File: src/rtl/core/multiset_count_table_defines.svh
// ---------------------------------------------------------------------------
// multiset_count_table assertion macros
// concurrent assertion wrappers, empty when SYNTH is defined
// ---------------------------------------------------------------------------
`ifndef MULTISET_COUNT_TABLE_DEFINES_SVH
`define MULTISET_COUNT_TABLE_DEFINES_SVH

`ifndef SYNTH
`define MCT_ASSERT(lbl, prop, msg) \
  lbl: assert property (@(posedge clk_i) disable iff (!rst_ni) prop) else $error(msg);
`define MCT_ASSERT_ALWAYS(lbl, prop, msg) \
  lbl: assert property (@(posedge clk_i) prop) else $error(msg);
`else
`define MCT_ASSERT(lbl, prop, msg)
`define MCT_ASSERT_ALWAYS(lbl, prop, msg)
`endif

`endif

File: src/rtl/core/mct_pkg.sv
// ---------------------------------------------------------------------------
// mct_pkg
// shared constants, codes and payload types of the multiset count table
// ---------------------------------------------------------------------------
`timescale 1ns / 1ps

package mct_pkg;

  localparam int unsigned CAPACITY = 64;
  localparam int unsigned CNT_W    = $clog2(CAPACITY + 1);
  localparam int unsigned IDX_W    = $clog2(CAPACITY);
  localparam int unsigned VAL_W    = 32;
  localparam int unsigned OCC_W    = 7;

  localparam logic signed [VAL_W-1:0] EMPTY_MARKER_RST = -32'sd111111;

  typedef enum logic [1:0] {
    ACT_ADD    = 2'd0,
    ACT_REMOVE = 2'd1,
    ACT_LOOKUP = 2'd2,
    ACT_LEAST  = 2'd3
  } mct_action_e;

  typedef enum logic [1:0] {
    STS_DONE   = 2'd0,
    STS_ABSENT = 2'd1,
    STS_FULL   = 2'd2
  } mct_status_e;

  typedef struct packed {
    mct_action_e              action;
    logic signed [VAL_W-1:0]  value;
  } mct_in_t;

  typedef struct packed {
    mct_status_e              status;
    logic                     found;
    logic [OCC_W-1:0]         occurrences;
    logic signed [VAL_W-1:0]  least_value;
    logic [OCC_W-1:0]         total_size;
    logic                     is_empty;
  } mct_out_t;

  // broadcast from the controller to every cell
  typedef struct packed {
    logic              cmp_en;
    logic              inc;
    logic              put;
    logic              dec;
    logic              scan;
    logic [VAL_W-1:0]  value;
  } mct_cmd_t;

  // running least-frequent candidate handed down the row
  typedef struct packed {
    logic              have;
    logic [CNT_W-1:0]  cnt;
    logic [VAL_W-1:0]  value;
  } mct_cand_t;

endpackage

File: src/rtl/core/mct_cell.sv
// ---------------------------------------------------------------------------
// mct_cell
// one table slot: value, count, match flag, compaction shift and min scan
// ---------------------------------------------------------------------------
`timescale 1ns / 1ps

module mct_cell (
  input  logic                          clk_i,
  input  logic                          rst_ni,
  input  mct_pkg::mct_cmd_t             cmd_i,
  input  logic                          prev_valid_i,
  input  logic                          shift_i,
  input  logic [mct_pkg::VAL_W-1:0]     next_value_i,
  input  logic [mct_pkg::CNT_W-1:0]     next_count_i,
  input  mct_pkg::mct_cand_t            cand_i,
  output logic                          valid_o,
  output logic                          free_o,
  output logic                          hit_o,
  output logic                          shift_o,
  output logic [mct_pkg::VAL_W-1:0]     value_o,
  output logic [mct_pkg::CNT_W-1:0]     count_o,
  output mct_pkg::mct_cand_t            cand_o
);
  import mct_pkg::*;

  logic [VAL_W-1:0] value_q;
  logic [CNT_W-1:0] count_q;
  logic             match_q;
  mct_cand_t        cand_q;
  logic             valid;

  assign valid   = (count_q != '0);
  assign hit_o   = valid && (value_q == cmd_i.value);
  assign free_o  = !valid && prev_valid_i;
  assign shift_o = shift_i || (match_q && (count_q == CNT_W'(1)));
  assign valid_o = valid;
  assign value_o = value_q;
  assign count_o = count_q;
  assign cand_o  = cand_q;

  always_ff @(posedge clk_i or negedge rst_ni) begin
    if (!rst_ni) begin
      count_q <= '0;
      match_q <= 1'b0;
    end else begin
      if (cmd_i.cmp_en) begin
        match_q <= hit_o;
      end
      if (cmd_i.dec && shift_o) begin
        count_q <= next_count_i;
      end else if (cmd_i.dec && match_q) begin
        count_q <= count_q - CNT_W'(1);
      end else if (cmd_i.inc && match_q) begin
        count_q <= count_q + CNT_W'(1);
      end else if (cmd_i.put && free_o) begin
        count_q <= CNT_W'(1);
      end
    end
  end

  always_ff @(posedge clk_i) begin
    if (cmd_i.dec && shift_o) begin
      value_q <= next_value_i;
    end else if (cmd_i.put && free_o) begin
      value_q <= cmd_i.value;
    end
    if (cmd_i.scan) begin
      if (valid && (!cand_i.have || (count_q < cand_i.cnt))) begin
        cand_q <= '{have: 1'b1, cnt: count_q, value: value_q};
      end else begin
        cand_q <= cand_i;
      end
    end
  end

endmodule

File: config.mk
export PLATFORM = sky130hd
export DESIGN_NAME = mct_cell
export DESIGN_NICKNAME = d
export VERILOG_FILES = /design/src/rtl/core/multiset_count_table_defines.svh /design/src/rtl/core/mct_pkg.sv /design/src/rtl/core/mct_cell.sv
export SDC_FILE = /design/constraint.sdc
export NUM_CORES = 1
export LEC_CHECK = 0
export ABC_AREA = 1
export ABC_CLOCK_PERIOD_IN_PS = 2150
export BUFFER_PORTS_ARGS = -buffer_cell sky130_fd_sc_hd__buf_2
export CAP_MARGIN = 20
export CORE_MARGIN = 1.5
export CORE_UTILIZATION = 43
export DETAILED_ROUTE_END_ITERATION = 12
export PLACE_DENSITY = 0.77
export SLEW_MARGIN = 20
export SYNTH_ARGS = -nofsm -noshare
export SYNTH_HDL_FRONTEND = slang
export SYNTH_SLANG_ARGS = --single-unit
File: constraint.sdc
create_clock -name clk_i -period 2.15 [get_ports clk_i]
set_input_delay 0.43 -clock clk_i [delete_from_list [all_inputs] [get_ports clk_i]]
set_output_delay 0.43 -clock clk_i [all_outputs]
set_load 0.005 [all_outputs]
==> metrics.md, run 1 <==
| Metric | Value |
|---|---|
| Run status | finished clean |
| Final setup vio count | 0 |
| F_max | between 0.4 and 0.5 GHz |
| CTS tree | yes |
| Pre-CTS setup slack | approximately 0.093 ns |
| Die ar. | ~0.011 mm2 |
| Die span in y | between 100 and 150 um |
| Hold Path Class | input port to register |
| First-iteration detailed-routing DRC count | roughly 280 |
| Final GP Congestion | a little under 0.9 |
| Clock latency on the worst-skew pair | roughly 0.34 ns |
| Gr usage total | 23.93% |
| Hold_ws | roughly 0.31 ns |
| Row count | 36 |
| Clock Skew | between 0.015 and 0.02 ns |
| Buffers on Ports | ~200 |
| CP arrival | around 1.7 ns |
| Largest family of logic cells by synthesized area | simple AND/OR/NAND/NOR gates |
| Largest net degree at the start of global routing | 55 |
| VDD IR-drop max | roughly 0.00036 V |
| Post-route clock period utilization | around 100% |
| Chip width | around 100 um |
| Number of global-route vias before repair | roughly 4.2k |
| Final worst slack | around 0.018 ns |
| Syn Inst Count | 509 |
| Placed Area | approximately 0.0056 mm2 |
| DRC Markers | 0 |
| Critical path class | register to output pin |
| Num CTS Buffers | 9 |
| Post-synthesis adder-cell area fraction | about 2.6% |
| Core Area | 0.009864 mm2 |
| Synth Area in Compound Gates | ~5.5% |
| RSZ-0062 raised after global routing | true |
| WP data required | roughly 1.7 ns |
| Largest cells by area after synthesis | edfxtp_1 (49%), nand2_1 (18%), xnor2_1 (4.6%) |
| Non-filler cells, final | slightly below 900 |
| Synth-to-Final Area Change | 36.32% |
| Critical Path Sink Type | output pin |
| Critical path fanouts, max | 4 |
| Post-synthesis sequential area ratio | between 50% and 60% |
| Syn avg cell area | 8.650 um2 |
| Tmin final | 2.132 ns |
| P_sw | around 1.1 mW |
| Clk sinks | 80 |
| Sw Share | between 20% and 30% |
| Design Area, Final | between 0.006 and 0.007 mm2 |
| Mapped Area | around 0.0044 mm2 |
| # nets final | 860 |
| Crit-path most repeated cell | nand4_1 |
| Post-detail-place hpwl | between 9000 and 10000 um |
| Register share of total power | between 40% and 50% |
| Pwr per Cell Area | 676.2 mW/mm2 |
| Initial Util | around 45% |
| Overflow after GRT | 0 |
| Slowest CP cell | dfrtp_1 |
| Comb power frac | around 23% |
| Max Slew Vio Count | 0 |
| CP Buf/Inv Count | 3 |
| First-pass GRT wire length | slightly above 20000 um |
| Int Power | 2.935 mW |
| Final ANT Viol Nets | 0 |
| Worst-margin pin slew | 0.4538 ns |
| Max cap viols | 0 |
| Delay-heaviest family, CP | simple AND/OR/NAND/NOR gates |
| Post-Synth Simple-Gate Area | a little over a quarter |
| Initial antenna violation count | 0 |
| Seq cells post-synth | 80 |
| Crit-path max cell delay | ~0.39 ns |
| ANT cells | 0 |
| H-tree levels | 3 |
| Synth area leader | edfxtp_1 |
| Post-DR vias/cell | ~5 |
| DRT Wirelength | roughly 13000 um |
| Worst-path clk slew | around 0.090 ns |
| Setup_tns | 0 ns |
| Drt pass-1 iters | 4 |
| Post-synthesis mux area share | 0% |
| Layout cells sized above 1 | between 30% and 40% |
| Drt wl/cell | 14.90 um |
| Cells after DPL | approximately 840 |
| Synthesis Warnings | 0 |
| Clk root buf | clkbuf_8 |
| Worst Setup Start Kind | register |
| Leakage | 2.938 nW |
| Crit path cell chain | inv_1, ha_4, nand4_1, buf_6, nand4_1, nor2_1, and2_1, buf_2 |
| Max_slew headroom | 69.75% |
| Clock Power Share | 29.2% |
| Fin. Hold Viols | 0 |
| Clk buf depth | 2 |
| # IOs | 203 |
| Cell variety after synth | 24 |
| Synthesized Nets | around 640 |
| Post-Synth XOR/XNOR Area | 5.371% |
| Yosys top cell area share | between 40% and 50% |
| DR vias | between 4k and 5k |
## layout make-up
cell class / count / area, um2
clock buffers: 9 / 123.9
clock inverters: 5 / 83.83
fillers: 892 / 3862
inverters: 37 / 138.9
multi-input cells: 374 / 1851
flip-flops and latches: 80 / 2365
well taps: 133 / 166.4
repair buffers: 229 / 1274
## timing repair
| item | CTS | global route |
|---|---|---|
| gates resized for setup | 7 | 14 |
| pin swaps | 3 | 5 |
| endpoints found under the hold margin | 8 | 0 |
| hold buffers | 1 | 0 |
| setup endpoints to repair | 2 | 35 |
| cloned | 0 | 0 |
| buffers inserted | 7 | 3 |
## placed cells by master (no fill, tap or decap), types with 3 or more instances in the layout
cell      netlist  final
a21oi_1         7      7
buf_12          0      4
buf_2          11    202
buf_4           1     20
clkbuf_8        0      9
dfrtp_1         8      6
edfxtp_1       72     72
ha_1            9      8
inv_1          37     35
nand2_1       213    208
nand2_2         2      7
nand3_1        40     39
nand4_1         9      9
nor2_1         24     20
nor2_4          1      3
o21ai_0        37     37
xnor2_1        23     21
xor2_1          4      4
## flip-flops by register name, summed over array words and instances, names as in the netlist
register and flops:
match_q 1, count_o 7, cand_o 40, value_o 32
## stage by stage
step	utilization, %	power (mW)
CTS	60.20	4.075
floorplan	-	2.429
global placement	57.14	2.843
detailed placement	57.14	2.873
global route	60.84	4.268
finish	60.84	4.058
## Yosys cell counts
cell type	instances
o21ai_0	37
nand2_2	2
edfxtp_1	72
a21o_1	1
buf_4	1
nand2_1	213
and2_1	1
nand3_1	40
or2_2	1
buf_6	4
a21oi_1	7
nor2_4	1
clkbuf_1	1
a21oi_4	1
xnor2_1	23
nor2_1	24
clkbuf_2	1
buf_2	11
dfrtp_1	8
xor2_1	4
nand4_1	9
ha_1	9
nand3_2	1
inv_1	37
## worst reg2reg max path, cell delays in order, from the launching register on
cell and delay, ns:
dfrtp_1 0.39, inv_1 0.11, ha_4 0.16, nand4_1 0.12, buf_4 0.17, nor2_2 0.15
nand2_2 0.16, nand2_2 0.14, buf_12 0.18
## logic make-up (layout without fill, tap and decap cells)
logic type	count (synthesis)	in the layout
AO/OA/AOI/OAI	46	46
XOR/XNOR	27	27
adder cells (fa/ha/maj)	9	9
buffers and inverters	55	280
flip-flops	80	80
AND/OR/NAND/NOR	292	292
## power by group through the flow
stage               combinational [mW]  sequential [mW]  clock (mW)
global route                      1.02             1.97        1.27
global placement                 0.854             1.99           0
finish                           0.913             1.96        1.19
CTS                              0.904             1.96        1.21
floorplan                        0.425             2.00           0
detailed placement               0.879             1.99           0
## metal layers
layer	wire length (um)	track usage [%]	up-vias	part of all wire, %
li1	-	-	2111	-
met1	5335	29.60	1941	41
met2	6431	40.63	177	50
met3	840	4.010	22	6.5
met4	313	11.61	0	2.4
met5	0	0	-	0
## worst paths after layout
check | cells after the start | slack, ns | endpoint | startpoint
setup reg to reg | 8 | 0.24 | value_o[30] | count_o[0]
max in group asynchronous | 2 | 1.46 | count_o[5] | rst_ni
setup / recovery | 8 | 0.02 | hit_o | count_o[0]
min in group asynchronous | 2 | 0.47 | count_o[4] | rst_ni
hold reg to reg | 2 | 0.61 | match_q | match_q
hold / removal | 3 | 0.31 | count_o[3] | next_count_i[3]
Power figures use the tool's default switching activity.
==> run 2: changes to the inputs <==
--- a/config.mk
+++ b/config.mk
@@ -13,6 +13,7 @@
 export CORE_UTILIZATION = 43
 export DETAILED_ROUTE_END_ITERATION = 12
 export PLACE_DENSITY = 0.77
+export RECOVER_POWER = 50
 export SLEW_MARGIN = 20
 export SYNTH_ARGS = -nofsm -noshare
 export SYNTH_HDL_FRONTEND = slang
==> run 2 against run 1 <==
Effect of this change: sequential power about the same; routed wire length up 0.63%; design area is 0.63% lower; non-clock buffer count did not move; final cell count unchanged; count of clock-buffer cells in the layout unchanged; clock skew barely moved; combinational power shrank 1%; core utilization decreased by 0.38 points; highest routed layer unchanged.
==> metrics.md, run 2 (synthesized netlist as in run 1, its figures left out) <==
| Metric | Value |
|---|---|
| R2r startpoint | count_o[0] |
| Final ANT Viol Nets | 0 |
| Core Area | 0.009864 mm2 |
| FF-to-FF setup slack | 0.24 ns |
| Initial Util | ~45% |
| Hold Path Class | input port to register |
| F_max | 0.4690 GHz |
| Cells after DPL | about 840 |
| Worst Setup Start Kind | register |
| Setup_tns | 0 ns |
| Non-filler cells, final | 867 |
| Post-DR vias/cell | a little under 5 |
| Num CTS Buffers | 9 |
| # IOs | about 200 |
| Die ar. | approximately 0.011 mm2 |
| Largest register FFs | 40 |
| Pwr per Cell Area | approximately 680 mW/mm2 |
| Overflow after GRT | 0 |
| Run status | finished clean |
| Hold path depth | 3 |
| Critical path class | register to output pin |
| Initial antenna violation count | 0 |
| Synth-to-Final Area Change | 35.46% |
| Leakage | 2.884 nW |
| First-iteration detailed-routing DRC count | between 200 and 300 |
| DRC Markers | 0 |
| RSZ-0062 raised after global routing | true |
| Number of cells on the worst reg-to-reg path | 8 |
| Final GP Congestion | ~0.88 |
| Critical path fanouts, max | 4 |
| Hold Crit Start | next_count_i[2] |
| Worst-margin pin slew | ~1 ns |
| Die span in y | roughly 100 um |
| Chip width | 104.2 um |
| Number of global-route vias before repair | between 4k and 5k |
| Largest net degree at the start of global routing | 55 |
| Max cap viols | 0 |
| Tmin final | ~2.1 ns |
| Layout cells sized above 1 | between 30 and 40% |
| Clk buf depth | 2 |
| Max Slew Vio Count | 0 |
| Clk root buf | clkbuf_8 |
| Worst R2R End | value_o[30] |
| Worst-path clk slew | around 0.09 ns |
| Fin. Hold Viols | 0 |
| Total design power | ~4.1 mW |
| Post-route clock period utilization | between 90% and 100% |
| WP data required | approximately 1.7 ns |
| Gr usage total | between 20% and 30% |
| Placed Area | about 0.0056 mm2 |
| Max_slew headroom | 33.13% |
| VDD IR-drop max | about 0.00036 V |
| Clock latency on the worst-skew pair | 0.34 ns |
| Final setup vio count | 0 |
| Worst min-delay path endpoint | count_o[2] |
| Buffers on Ports | 202 |
| DRT Wirelength | 13000 um |
| Drt pass-1 iters | 5 |
| Clock Skew | 0.01646 ns |
| Design Area, Final | approximately 0.0060 mm2 |
| CTS tree | yes |
| Commonest non-fill, non-tap cell in the layout | nand2_1 |
| DR vias | between 4k and 5k |
| Post-detail-place hpwl | between 9000 and 10000 um |
| Drt wl/cell | 15.00 um |
| CP arrival | 1.70 ns |
| Hold_ws | roughly 0.31 ns |
| First-pass GRT wire length | 20470 um |
| H-tree levels | 3 |
| Row count | 36 |
| Clk sinks | 80 |
| # nets final | 860 |
| Most frequent cells in the layout | nand2_1 (208), buf_2 (184), edfxtp_1 (72) |
| Critical Path Sink Type | output pin |
| ANT cells | 0 |
-- run 2: cell count changes in the layout (fill, tap and decap cells not counted), sizes merged --
cell / before / now
clkbuf: 9 / 27
buf: 228 / 210
-- run 2: area by class of cell --
cell class / count / area [um2]
repair buffers: 229 / 1236
fillers: 899 / 3900
multi-input cells: 374 / 1851
inverters: 37 / 138.9
clock inverters: 5 / 83.83
flip-flops and latches: 80 / 2365
clock buffers: 9 / 123.9
well taps: 133 / 166.4
-- run 2: layer usage --
layer | part of all wire, % | up-vias | GRT usage [%]
met5 | 0 | - | 0
met4 | 2.7 | 0 | 11.61
met3 | 5.7 | 29 | 4.010
met2 | 49 | 171 | 40.63
met1 | 42 | 1947 | 29.60
li1 | - | 2111 | -
-- run 2: critical path, stage by stage (launching register included) --
cell	delay, ns
dfrtp_1	0.39
inv_1	0.11
ha_4	0.16
nand4_1	0.12
buf_6	0.17
nand4_1	0.08
nor2_1	0.07
and2_1	0.15
buf_2	0.12
-- run 2: where the power goes --
group,internal (mW),switching (mW),total (mW)
registers,1.88,0.0796,1.96
clock network,0.644,0.546,1.19
logic,0.399,0.503,0.902
-- run 2: how the worst max path moves through the flow --
stage                      startpoint    endpoint  slack (ns)  depth (start not counted)
final                      count_o[0]       hit_o        0.02                          8
after global routing      value_o[17]       hit_o       -0.07                          7
after CTS                 value_o[25]       hit_o       -0.02                          7
after detailed placement     cmd_i[7]       hit_o        0.09                          8
after global placement      cmd_i[11]       hit_o        0.09                          8
after floorplan            count_o[0]  value_o[0]        0.08                          6
-- run 2: timing repair --
item,CTS,global route
endpoints found under the hold margin,8,0
gates resized for setup,7,14
hold buffers,1,0
setup endpoints to repair,2,35
buffers inserted,7,3
pin swaps,3,5
-- run 2: stage by stage --
| stage | utilization, % | setup WS (ns) |
|---|---|---|
| finish | 60.46 | 0.01759 |
| global route | 60.46 | -0.07089 |
| detailed placement | 57.14 | 0.09295 |
| CTS | 60.20 | -0.02005 |
| floorplan | - | 0.08299 |
| global placement | 57.14 | 0.08569 |
